<file path="src/hdl/utf16_to_utf8_encoder_unit_defines.svh">
// assertion macros shared by the encoder modules
// no dependencies; included by files that carry checks
`ifndef UTF16_TO_UTF8_ENCODER_UNIT_DEFINES_SVH
`define UTF16_TO_UTF8_ENCODER_UNIT_DEFINES_SVH

// condition holds at every edge outside reset
`define UTE_ASSERT_ALWAYS(label, clk, rst, cond, msg) \
   label: assert property (@(posedge clk) disable iff (rst) (cond)) \
      else $error(msg);

// same-cycle implication
`define UTE_ASSERT_IMPLY(label, clk, rst, ante, cons, msg) \
   label: assert property (@(posedge clk) disable iff (rst) (ante) |-> (cons)) \
      else $error(msg);

// next-cycle implication
`define UTE_ASSERT_NEXT(label, clk, rst, ante, cons, msg) \
   label: assert property (@(posedge clk) disable iff (rst) (ante) |=> (cons)) \
      else $error(msg);

`endif

</file>
<file path="src/hdl/ute_pkg.sv">
// types, constants and byte formatting for the utf-16 to utf-8 encoder
// no dependencies
`default_nettype none

package ute_pkg;

   localparam int unsigned CP_W            = 21;
   localparam int unsigned QUEUE_DEPTH_DEF = 4;

   localparam logic [15:0] HIGH_SURR_BASE = 16'hD800;
   localparam logic [15:0] HIGH_SURR_TOP  = 16'hDBFF;
   localparam logic [15:0] LOW_SURR_BASE  = 16'hDC00;
   localparam logic [15:0] LOW_SURR_TOP   = 16'hDFFF;

   localparam logic [CP_W-1:0] CP_1B_LIMIT = 21'h00080;
   localparam logic [CP_W-1:0] CP_2B_LIMIT = 21'h00800;

   localparam logic [7:0] CONT_MARK = 8'h80;
   localparam logic [7:0] LEAD_2B   = 8'hC0;
   localparam logic [7:0] LEAD_3B   = 8'hE0;
   localparam logic [7:0] LEAD_4B   = 8'hF0;

   typedef enum logic [1:0] {
      LEN_1B = 2'd0,
      LEN_2B = 2'd1,
      LEN_3B = 2'd2,
      LEN_4B = 2'd3
   } len_type;

   typedef struct packed {
      logic [15:0] code_unit;
      logic        last_unit;
   } req_type;

   typedef struct packed {
      logic [7:0] out_byte;
      logic       last_in_run;
      logic       string_end;
      logic       bad_surrogate;
   } rsp_type;

   // one code point waiting to be serialized
   typedef struct packed {
      logic [CP_W-1:0] cp;
      len_type         len;
      logic            err;
      logic            last;
   } job_type;

   typedef struct packed {
      logic    push;
      job_type push_job;
      logic    pop;
   } queue_ctl_type;

   typedef struct packed {
      logic    empty;
      logic    full;
      job_type head;
   } queue_sts_type;

   function automatic logic [7:0] utf8_byte(job_type j, logic [1:0] idx);
      logic [1:0] rem;
      logic [5:0] payload;
      logic [7:0] b;
      rem     = 2'(j.len) - idx;
      payload = 6'd0;
      b       = 8'd0;
      if (j.err) begin
         b = 8'd0;
      end else if (idx == 2'd0) begin
         case (j.len)
            LEN_1B:  b = {1'b0, j.cp[6:0]};
            LEN_2B:  b = LEAD_2B | {3'b000, j.cp[10:6]};
            LEN_3B:  b = LEAD_3B | {4'b0000, j.cp[15:12]};
            LEN_4B:  b = LEAD_4B | {5'b00000, j.cp[20:18]};
            default: b = 8'd0;
         endcase
      end else begin
         case (rem)
            2'd0:    payload = j.cp[5:0];
            2'd1:    payload = j.cp[11:6];
            default: payload = j.cp[17:12];
         endcase
         b = CONT_MARK | {2'b00, payload};
      end
      return b;
   endfunction

endpackage

`default_nettype wire

</file>
<file path="src/hdl/utf16_to_utf8_encoder_unit.sv">
// utf-16 code units in, utf-8 bytes out, one byte per beat
// path: a unit's job is written into the queue, then each of its bytes is registered in the output slot
// throughput: one output byte per cycle while rsp_ready is high; a unit yields 1 to 4 bytes
// (3 for bmp code points from 0x800 up); held high surrogates and units skipped after an error yield none
// a queue of QUEUE_DEPTH jobs lets the front accept while bytes drain
// reset: synchronous active-high, clears surrogate state, queue and output valid
`default_nettype none

module utf16_to_utf8_encoder_unit #(
   parameter int unsigned QUEUE_DEPTH = ute_pkg::QUEUE_DEPTH_DEF
) (
   input  wire logic             clock,
   input  wire logic             reset,
   input  wire logic             req_valid,
   output      logic             req_ready,
   input  wire ute_pkg::req_type req_data,
   output      logic             rsp_valid,
   input  wire logic             rsp_ready,
   output      ute_pkg::rsp_type rsp_data
);

   ute_pkg::queue_ctl_type q_ctl;
   ute_pkg::queue_sts_type q_sts;
   logic                   accept;
   logic                   push;
   logic                   pop;
   ute_pkg::job_type       job;

   assign req_ready = !q_sts.full;
   assign accept    = req_valid && req_ready;

   ute_front u_front (
      .clock  (clock),
      .reset  (reset),
      .accept (accept),
      .unit   (req_data),
      .push   (push),
      .job    (job)
   );

   assign q_ctl.push     = push;
   assign q_ctl.push_job = job;
   assign q_ctl.pop      = pop;

   ute_queue #(
      .DEPTH (QUEUE_DEPTH)
   ) u_queue (
      .clock (clock),
      .reset (reset),
      .ctl   (q_ctl),
      .sts   (q_sts)
   );

   ute_back u_back (
      .clock     (clock),
      .reset     (reset),
      .sts       (q_sts),
      .pop       (pop),
      .rsp_valid (rsp_valid),
      .rsp_ready (rsp_ready),
      .rsp_data  (rsp_data)
   );

endmodule

`default_nettype wire

</file>
<file path="src/hdl/ute_front.sv">
// front end: surrogate pairing, error detection and length classification
// depends on ute_pkg and the assertion macro header
`default_nettype none
`include "utf16_to_utf8_encoder_unit_defines.svh"

module ute_front (
   input  wire logic             clock,
   input  wire logic             reset,
   input  wire logic             accept,
   input  wire ute_pkg::req_type unit,
   output      logic             push,
   output      ute_pkg::job_type job
);

   logic       pending_ff, pending_in;
   logic [9:0] high_ff, high_in;
   logic       skip_ff, skip_in;
   logic [10:0] plane;

   always_comb begin
      pending_in = pending_ff;
      high_in    = high_ff;
      skip_in    = skip_ff;
      push       = 1'b0;
      // 0x10000 is 64 << 10, so the offset lands on the upper bits
      plane      = {1'b0, high_ff} + 11'd64;
      job.cp     = '0;
      job.len    = ute_pkg::LEN_1B;
      job.err    = 1'b0;
      job.last   = unit.last_unit;

      if (accept) begin
         if (skip_ff) begin
            if (unit.last_unit) begin
               skip_in = 1'b0;
            end
         end else if (pending_ff) begin
            if (unit.code_unit inside
                {[ute_pkg::LOW_SURR_BASE:ute_pkg::LOW_SURR_TOP]}) begin
               // (high - d800) << 10 | (low - dc00), plus 0x10000
               job.cp     = {plane, unit.code_unit[9:0]};
               job.len    = ute_pkg::LEN_4B;
               push       = 1'b1;
               pending_in = 1'b0;
               high_in    = '0;
            end else begin
               push       = 1'b1;
               job.err    = 1'b1;
               job.last   = 1'b1;
               pending_in = 1'b0;
               high_in    = '0;
               skip_in    = !unit.last_unit;
            end
         end else if (unit.code_unit inside
                      {[ute_pkg::HIGH_SURR_BASE:ute_pkg::LOW_SURR_TOP]}) begin
            if (unit.code_unit >= ute_pkg::LOW_SURR_BASE || unit.last_unit) begin
               push    = 1'b1;
               job.err = 1'b1;
               job.last = 1'b1;
               skip_in = !unit.last_unit;
            end else begin
               pending_in = 1'b1;
               high_in    = unit.code_unit[9:0];
            end
         end else begin
            job.cp = {5'b00000, unit.code_unit};
            push   = 1'b1;
            if (job.cp < ute_pkg::CP_1B_LIMIT) begin
               job.len = ute_pkg::LEN_1B;
            end else if (job.cp < ute_pkg::CP_2B_LIMIT) begin
               job.len = ute_pkg::LEN_2B;
            end else begin
               job.len = ute_pkg::LEN_3B;
            end
         end
      end
   end

   always_ff @(posedge clock) begin
      if (reset) begin
         pending_ff <= 1'b0;
         high_ff    <= '0;
         skip_ff    <= 1'b0;
      end else begin
         pending_ff <= pending_in;
         high_ff    <= high_in;
         skip_ff    <= skip_in;
      end
   end

   `UTE_ASSERT_ALWAYS(a_pending_not_skipping, clock, reset, !(pending_ff && skip_ff), "high surrogate held while dropping")
   `UTE_ASSERT_IMPLY(a_err_ends_string, clock, reset, push && job.err, job.last && !pending_in, "error job must close the string")

endmodule

`default_nettype wire

</file>
<file path="src/hdl/ute_queue.sv">
// short job queue between the front end and the byte serializer
// depends on ute_pkg and the assertion macro header
`default_nettype none
`include "utf16_to_utf8_encoder_unit_defines.svh"

module ute_queue #(
   parameter int unsigned DEPTH = ute_pkg::QUEUE_DEPTH_DEF
) (
   input  wire logic                   clock,
   input  wire logic                   reset,
   input  wire ute_pkg::queue_ctl_type ctl,
   output      ute_pkg::queue_sts_type sts
);

   localparam int unsigned PTR_W = (DEPTH > 1) ? $clog2(DEPTH) : 1;
   localparam int unsigned CNT_W = $clog2(DEPTH + 1);
   localparam logic [PTR_W-1:0] LAST_PTR  = PTR_W'(DEPTH - 1);
   localparam logic [CNT_W-1:0] DEPTH_CNT = CNT_W'(DEPTH);

   ute_pkg::job_type mem_ff [DEPTH];
   logic [PTR_W-1:0] wr_ptr_ff, wr_ptr_in;
   logic [PTR_W-1:0] rd_ptr_ff, rd_ptr_in;
   logic [CNT_W-1:0] count_ff, count_in;

   always_comb begin
      wr_ptr_in = wr_ptr_ff;
      rd_ptr_in = rd_ptr_ff;
      count_in  = count_ff;
      if (ctl.push) begin
         wr_ptr_in = (wr_ptr_ff == LAST_PTR) ? '0 : wr_ptr_ff + 1'b1;
      end
      if (ctl.pop) begin
         rd_ptr_in = (rd_ptr_ff == LAST_PTR) ? '0 : rd_ptr_ff + 1'b1;
      end
      case ({ctl.push, ctl.pop})
         2'b10:   count_in = count_ff + 1'b1;
         2'b01:   count_in = count_ff - 1'b1;
         default: count_in = count_ff;
      endcase
   end

   always_ff @(posedge clock) begin
      if (reset) begin
         wr_ptr_ff <= '0;
         rd_ptr_ff <= '0;
         count_ff  <= '0;
      end else begin
         wr_ptr_ff <= wr_ptr_in;
         rd_ptr_ff <= rd_ptr_in;
         count_ff  <= count_in;
      end
   end

   always_ff @(posedge clock) begin
      if (ctl.push) begin
         mem_ff[wr_ptr_ff] <= ctl.push_job;
      end
   end

   assign sts.empty = (count_ff == '0);
   assign sts.full  = (count_ff == DEPTH_CNT);
   assign sts.head  = mem_ff[rd_ptr_ff];

   `UTE_ASSERT_IMPLY(a_no_pop_empty, clock, reset, ctl.pop, count_ff != '0, "pop from empty queue")
   `UTE_ASSERT_IMPLY(a_no_push_full, clock, reset, ctl.push && !ctl.pop, count_ff != DEPTH_CNT, "push into full queue")
   `UTE_ASSERT_NEXT(a_count_tracks, clock, reset, ctl.push && !ctl.pop, count_ff == $past(count_ff) + 1'b1, "queue count lost a push")

endmodule

`default_nettype wire

</file>
<file path="src/hdl/ute_back.sv">
// back end: serializes queued code points into utf-8 bytes, one per cycle while rsp_ready is high
// depends on ute_pkg and the assertion macro header
`default_nettype none
`include "utf16_to_utf8_encoder_unit_defines.svh"

module ute_back (
   input  wire logic                   clock,
   input  wire logic                   reset,
   input  wire ute_pkg::queue_sts_type sts,
   output      logic                   pop,
   output      logic                   rsp_valid,
   input  wire logic                   rsp_ready,
   output      ute_pkg::rsp_type       rsp_data
);

   logic             rsp_valid_ff, rsp_valid_in;
   ute_pkg::rsp_type rsp_data_ff, rsp_data_in;
   logic [1:0]       idx_ff, idx_in;
   logic             load;
   logic             final_beat;

   always_comb begin
      // output slot free or being drained this cycle
      load         = !rsp_valid_ff || rsp_ready;
      final_beat   = (idx_ff == 2'(sts.head.len));
      pop          = load && !sts.empty && final_beat;
      rsp_valid_in = rsp_valid_ff;
      rsp_data_in  = rsp_data_ff;
      idx_in       = idx_ff;
      if (load) begin
         rsp_valid_in = !sts.empty;
         rsp_data_in.out_byte      = ute_pkg::utf8_byte(sts.head, idx_ff);
         rsp_data_in.last_in_run   = final_beat;
         rsp_data_in.string_end    = final_beat && sts.head.last;
         rsp_data_in.bad_surrogate = sts.head.err;
         if (!sts.empty) begin
            idx_in = final_beat ? 2'd0 : idx_ff + 2'd1;
         end
      end
   end

   always_ff @(posedge clock) begin
      if (reset) begin
         rsp_valid_ff <= 1'b0;
         idx_ff       <= 2'd0;
      end else begin
         rsp_valid_ff <= rsp_valid_in;
         idx_ff       <= idx_in;
      end
   end

   always_ff @(posedge clock) begin
      rsp_data_ff <= rsp_data_in;
   end

   assign rsp_valid = rsp_valid_ff;
   assign rsp_data  = rsp_data_ff;

   `UTE_ASSERT_IMPLY(a_err_beat_shape, clock, reset, rsp_valid_ff && rsp_data_ff.bad_surrogate, rsp_data_ff.out_byte == 8'd0 && rsp_data_ff.last_in_run && rsp_data_ff.string_end, "malformed error beat")

endmodule

`default_nettype wire
</file>
<file path="config.mk">
export PLATFORM = sky130hd
export DESIGN_NAME = utf16_to_utf8_encoder_unit
export DESIGN_NICKNAME = d
export VERILOG_FILES = /design/src/hdl/ute_pkg.sv /design/src/hdl/utf16_to_utf8_encoder_unit.sv /design/src/hdl/ute_front.sv /design/src/hdl/ute_queue.sv /design/src/hdl/ute_back.sv
export VERILOG_INCLUDE_DIRS = /design/src /design/src/hdl
export SDC_FILE = /design/constraint.sdc
export NUM_CORES = 1
export LEC_CHECK = 0
export ABC_AREA = 1
export ABC_CLOCK_PERIOD_IN_PS = 5040
export BUFFER_PORTS_ARGS = -buffer_cell sky130_fd_sc_hd__buf_2
export CORE_ASPECT_RATIO = 1.25
export CORE_UTILIZATION = 35
export CTS_CLUSTER_DIAMETER = 150
export DETAILED_ROUTE_END_ITERATION = 8
export MAX_ROUTING_LAYER = met4
export PLACE_DENSITY = 0.61
export REMOVE_ABC_BUFFERS = 1
export SLEW_MARGIN = 20
export SYNTH_ARGS = -nofsm -noshare
export SYNTH_HDL_FRONTEND = slang
export SYNTH_SLANG_ARGS = --single-unit
export TNS_END_PERCENT = 1
</file>
<file path="constraint.sdc">
create_clock -name clock -period 5.04 [get_ports clock]
set_input_delay 0.504 -clock clock [delete_from_list [all_inputs] [get_ports clock]]
set_output_delay 0.504 -clock clock [all_outputs]
set_load 0.1 [all_outputs]
</file>
==> metrics.md <==
| Metric | Value |
|---|---|
| CTS sink cnt | `135` |
| Seq/Total Area, Yosys | `63.4%` |
| CTS tree | `built` |
| CORE AREA | `16800 um2` |
| Antenna fix cells | `0` |
| GR Overflow Total | `0` |
| Clk_lat worst skew | `approximately 0.42 ns` |
| Syn. warnings | `0` |
| Avg Inst Size Synth | `10.3 um2` |
| First-pass GRT wire length | `just over 20 mm` |
| Root Buffer | `clkbuf_16` |
| P_leak | `2.72 nW` |
| Clock buffer depth | `2` |
| Peak supply drop | `0.216 mV` |
| Initial DRT Pass Iterations | `5` |
| Initial DRC count | `roughly 280` |
| Crit path max fanout | `27` |
| Final setup vio count | `0` |
| Status | `completed` |
| Layout cell share with drive strength beyond 1 | `between 10% and 20%` |
| Vias/cell | `5.05` |
| Max-cap viol count | `0` |
| Total power | `4.42 mW` |
| Fin crit share | `62.6%` |
| Slew margin rel. | `54.6%` |
| Cells after synthesis | `584` |
| Final Skew | `0.0126 ns` |
| RSZ-0062 raised after global routing | `false` |
| Type of origin of the critical path | `flip-flop` |
| Pin count of the biggest net entering global routing | `51` |
| All-Layer GR Usage | `approximately 16%` |
| Worst EP arrival | `approximately 3.5 ns` |
| Worst-path clk slew | `0.06 ns` |
| Hold_buf cts | `0` |
| Final GP Congestion | `0.936` |
| Die Span Y | `between 100 and 150 um` |
| Die Wd | `119 um` |
| Slew at the pin closest to its max-slew limit | `0.679 ns` |
| Num CTS Buffers | `17` |
| Tmin final | `3.15 ns` |
| Remaining antenna violation count | `0` |
| Synthesized area | `6010 um2` |
| Die footprint | `17700 um2` |
| Distinct cells, synth | `39` |
| Setup TNS | `0 ns` |
| Final #Nets | `651` |
| Pins over their slew limit | `0` |
| DRC violations left | `0` |
| Final hold vios | `0` |
| Via Count | `4307` |
| P&R area growth vs syn | `17.2%` |
| Final wirelength | `13.3 mm` |
| Initial antenna violation count | `0` |
| Setup CP Type | `reg -> reg` |
| Standard-cell rows | `53` |
| WP data required | `5.38 ns` |
| Hold WC Path Type | `in -> reg` |
| WL/cell | `15.5 um` |
| Synth Register Bits | `about 140` |
| Post-CTS sizing | `0` |
| HPWL Detailed | `9.36 mm` |
| I/O Buffers | `33` |
| Fmax | `about 0.32 GHz` |
| Post-CTS setup buffer count | `0` |
| Power per cell area | `~630 nW/um2` |
| Vias in the first global route | `4044` |
| Hold_ws | `0.383 ns` |
| Crit end category | `flip-flop` |
| Top-Level Pins | `34` |
| Initial Utilization | `35.7%` |
| Htree depth | `4` |
-- cell usage in the layout, fill, tap and decap left out, types with 3 or more instances in the layout --
cell type	count
edfxtp_1	111
nand2_1	85
nor2_1	80
inv_1	53
o21ai_0	52
nand3_1	39
buf_2	33
a21oi_1	27
dfxtp_1	24
o22ai_1	21
clkbuf_16	17
ha_1	9
nor3_1	7
buf_4	7
nor2_2	6
nand4_1	6
inv_2	5
nand2_2	5
o32ai_1	5
bufinv_16	5
nand3_2	4
o21ai_1	3
inv_6	3
clkinv_4	3
-- cell usage after synthesis (all sizes together) --
cell,count,share of area (%)
edfxtp,111,55
nand2,91,6.0
nor2,86,5.5
inv,58,3.6
o21ai,55,4.6
nand3,44,4.2
a21oi,28,2.4
dfxtp,24,8.0
o22ai,21,2.2
buf,14,1.4
clkbuf,9,0.56
ha,9,1.9
nand4,7,0.83
nor3,7,0.58
o32ai,5,0.73
a31oi,2,0.21
o211ai,2,0.25
a32o,1,0.17
a32oi,1,0.27
clkinv,1,0.062
fa,1,0.33
nand3b,1,0.12
nor4,1,0.10
o211a,1,0.17
o21a,1,0.12
o41ai,1,0.15
or2,1,0.10
xor2,1,0.15
-- report_power, final --
group / total [mW] / switching (mW) / internal (mW)
Sequential: 1.49 / 0.0571 / 1.44
Clock: 1.34 / 0.460 / 0.882
Combinational: 1.59 / 1.20 / 0.393
Total: 4.42 / 1.71 / 2.71
-- final timing paths --
kind                                                   start                                to  slack (ns)  depth (start not counted)
worst max-delay path                               flip-flop  u_queue.count_ff[2]$_SDFFE_PP0P_        1.89                         13
worst min-delay path                             req_data[7]   u_front.high_ff[6]$_SDFFE_PP0P_        0.38                          3
worst max register to register                     flip-flop  u_queue.count_ff[2]$_SDFFE_PP0P_        1.89                         13
worst min register to register  u_front.skip_ff$_SDFFE_PP0P_      u_front.skip_ff$_SDFFE_PP0P_        0.46                          2
-- metal layers --
| layer | part of all wire (%) | up-vias | track usage, % |
|---|---|---|---|
| met5 | 0 | - | - |
| met4 | 3.9 | 0 | 10.3 |
| met3 | 5.9 | 38 | 2.80 |
| met2 | 50 | 151 | 27.2 |
| met1 | 40 | 2008 | 17.5 |
| li1 | - | 2110 | - |
-- metrics by stage --
stage | cells | util [%] | setup WS (ns) | area, um2
global route | 853 | 41.9 | 1.68 | 7050
finish | 853 | 41.9 | 1.89 | 7050
floorplan | 561 | - | 1.48 | 5900
CTS | 853 | 41.9 | 1.89 | 7050
global placement | 821 | 38.0 | 1.92 | 6400
detailed placement | 821 | 38.0 | 1.91 | 6400
-- flip-flops by register name, summed over array words and instances (netlist names), named ones only --
name and flops:
u_queue.wr_ptr_ff 2, u_queue.mem_ff 100, u_front.skip_ff 1, u_queue.rd_ptr_ff 2
u_front.pending_ff 1, u_queue.count_ff 3, u_back.idx_ff 2, u_front.high_ff 10
u_back.rsp_valid 1, u_back.rsp_data 11
-- critical path, stage by stage, from the launching register on --
cell and delay, ns:
dfxtp_1 0.29, buf_4 0.21, inv_2 0.40, nand3_1 0.16, nand2_1 0.17, ha_1 0.35
nand3_1 0.22, nor2_2 0.10, ha_1 0.24, fa_1 0.45, a21oi_1 0.15, o21a_1 0.14
o21ai_0 0.07, a21oi_1 0.13
-- cell families after synthesis --
family	synth area share, %
simple gates	17.4
flops	63.4
compound gates	11.2
buf+inv	5.60
fa+ha+maj	2.21
xor+xnor	0.146
-- layout make-up --
class                      instances  area (um2)
sequential                       135        3810
clock inverter                    14         220
multi-input combinational        367        1870
fill                            1610        9790
inverter                          59         221
tap                              220         275
clock buffer                      18         429
timing repair buffer              40         218
(Power assumes the default switching activity.)
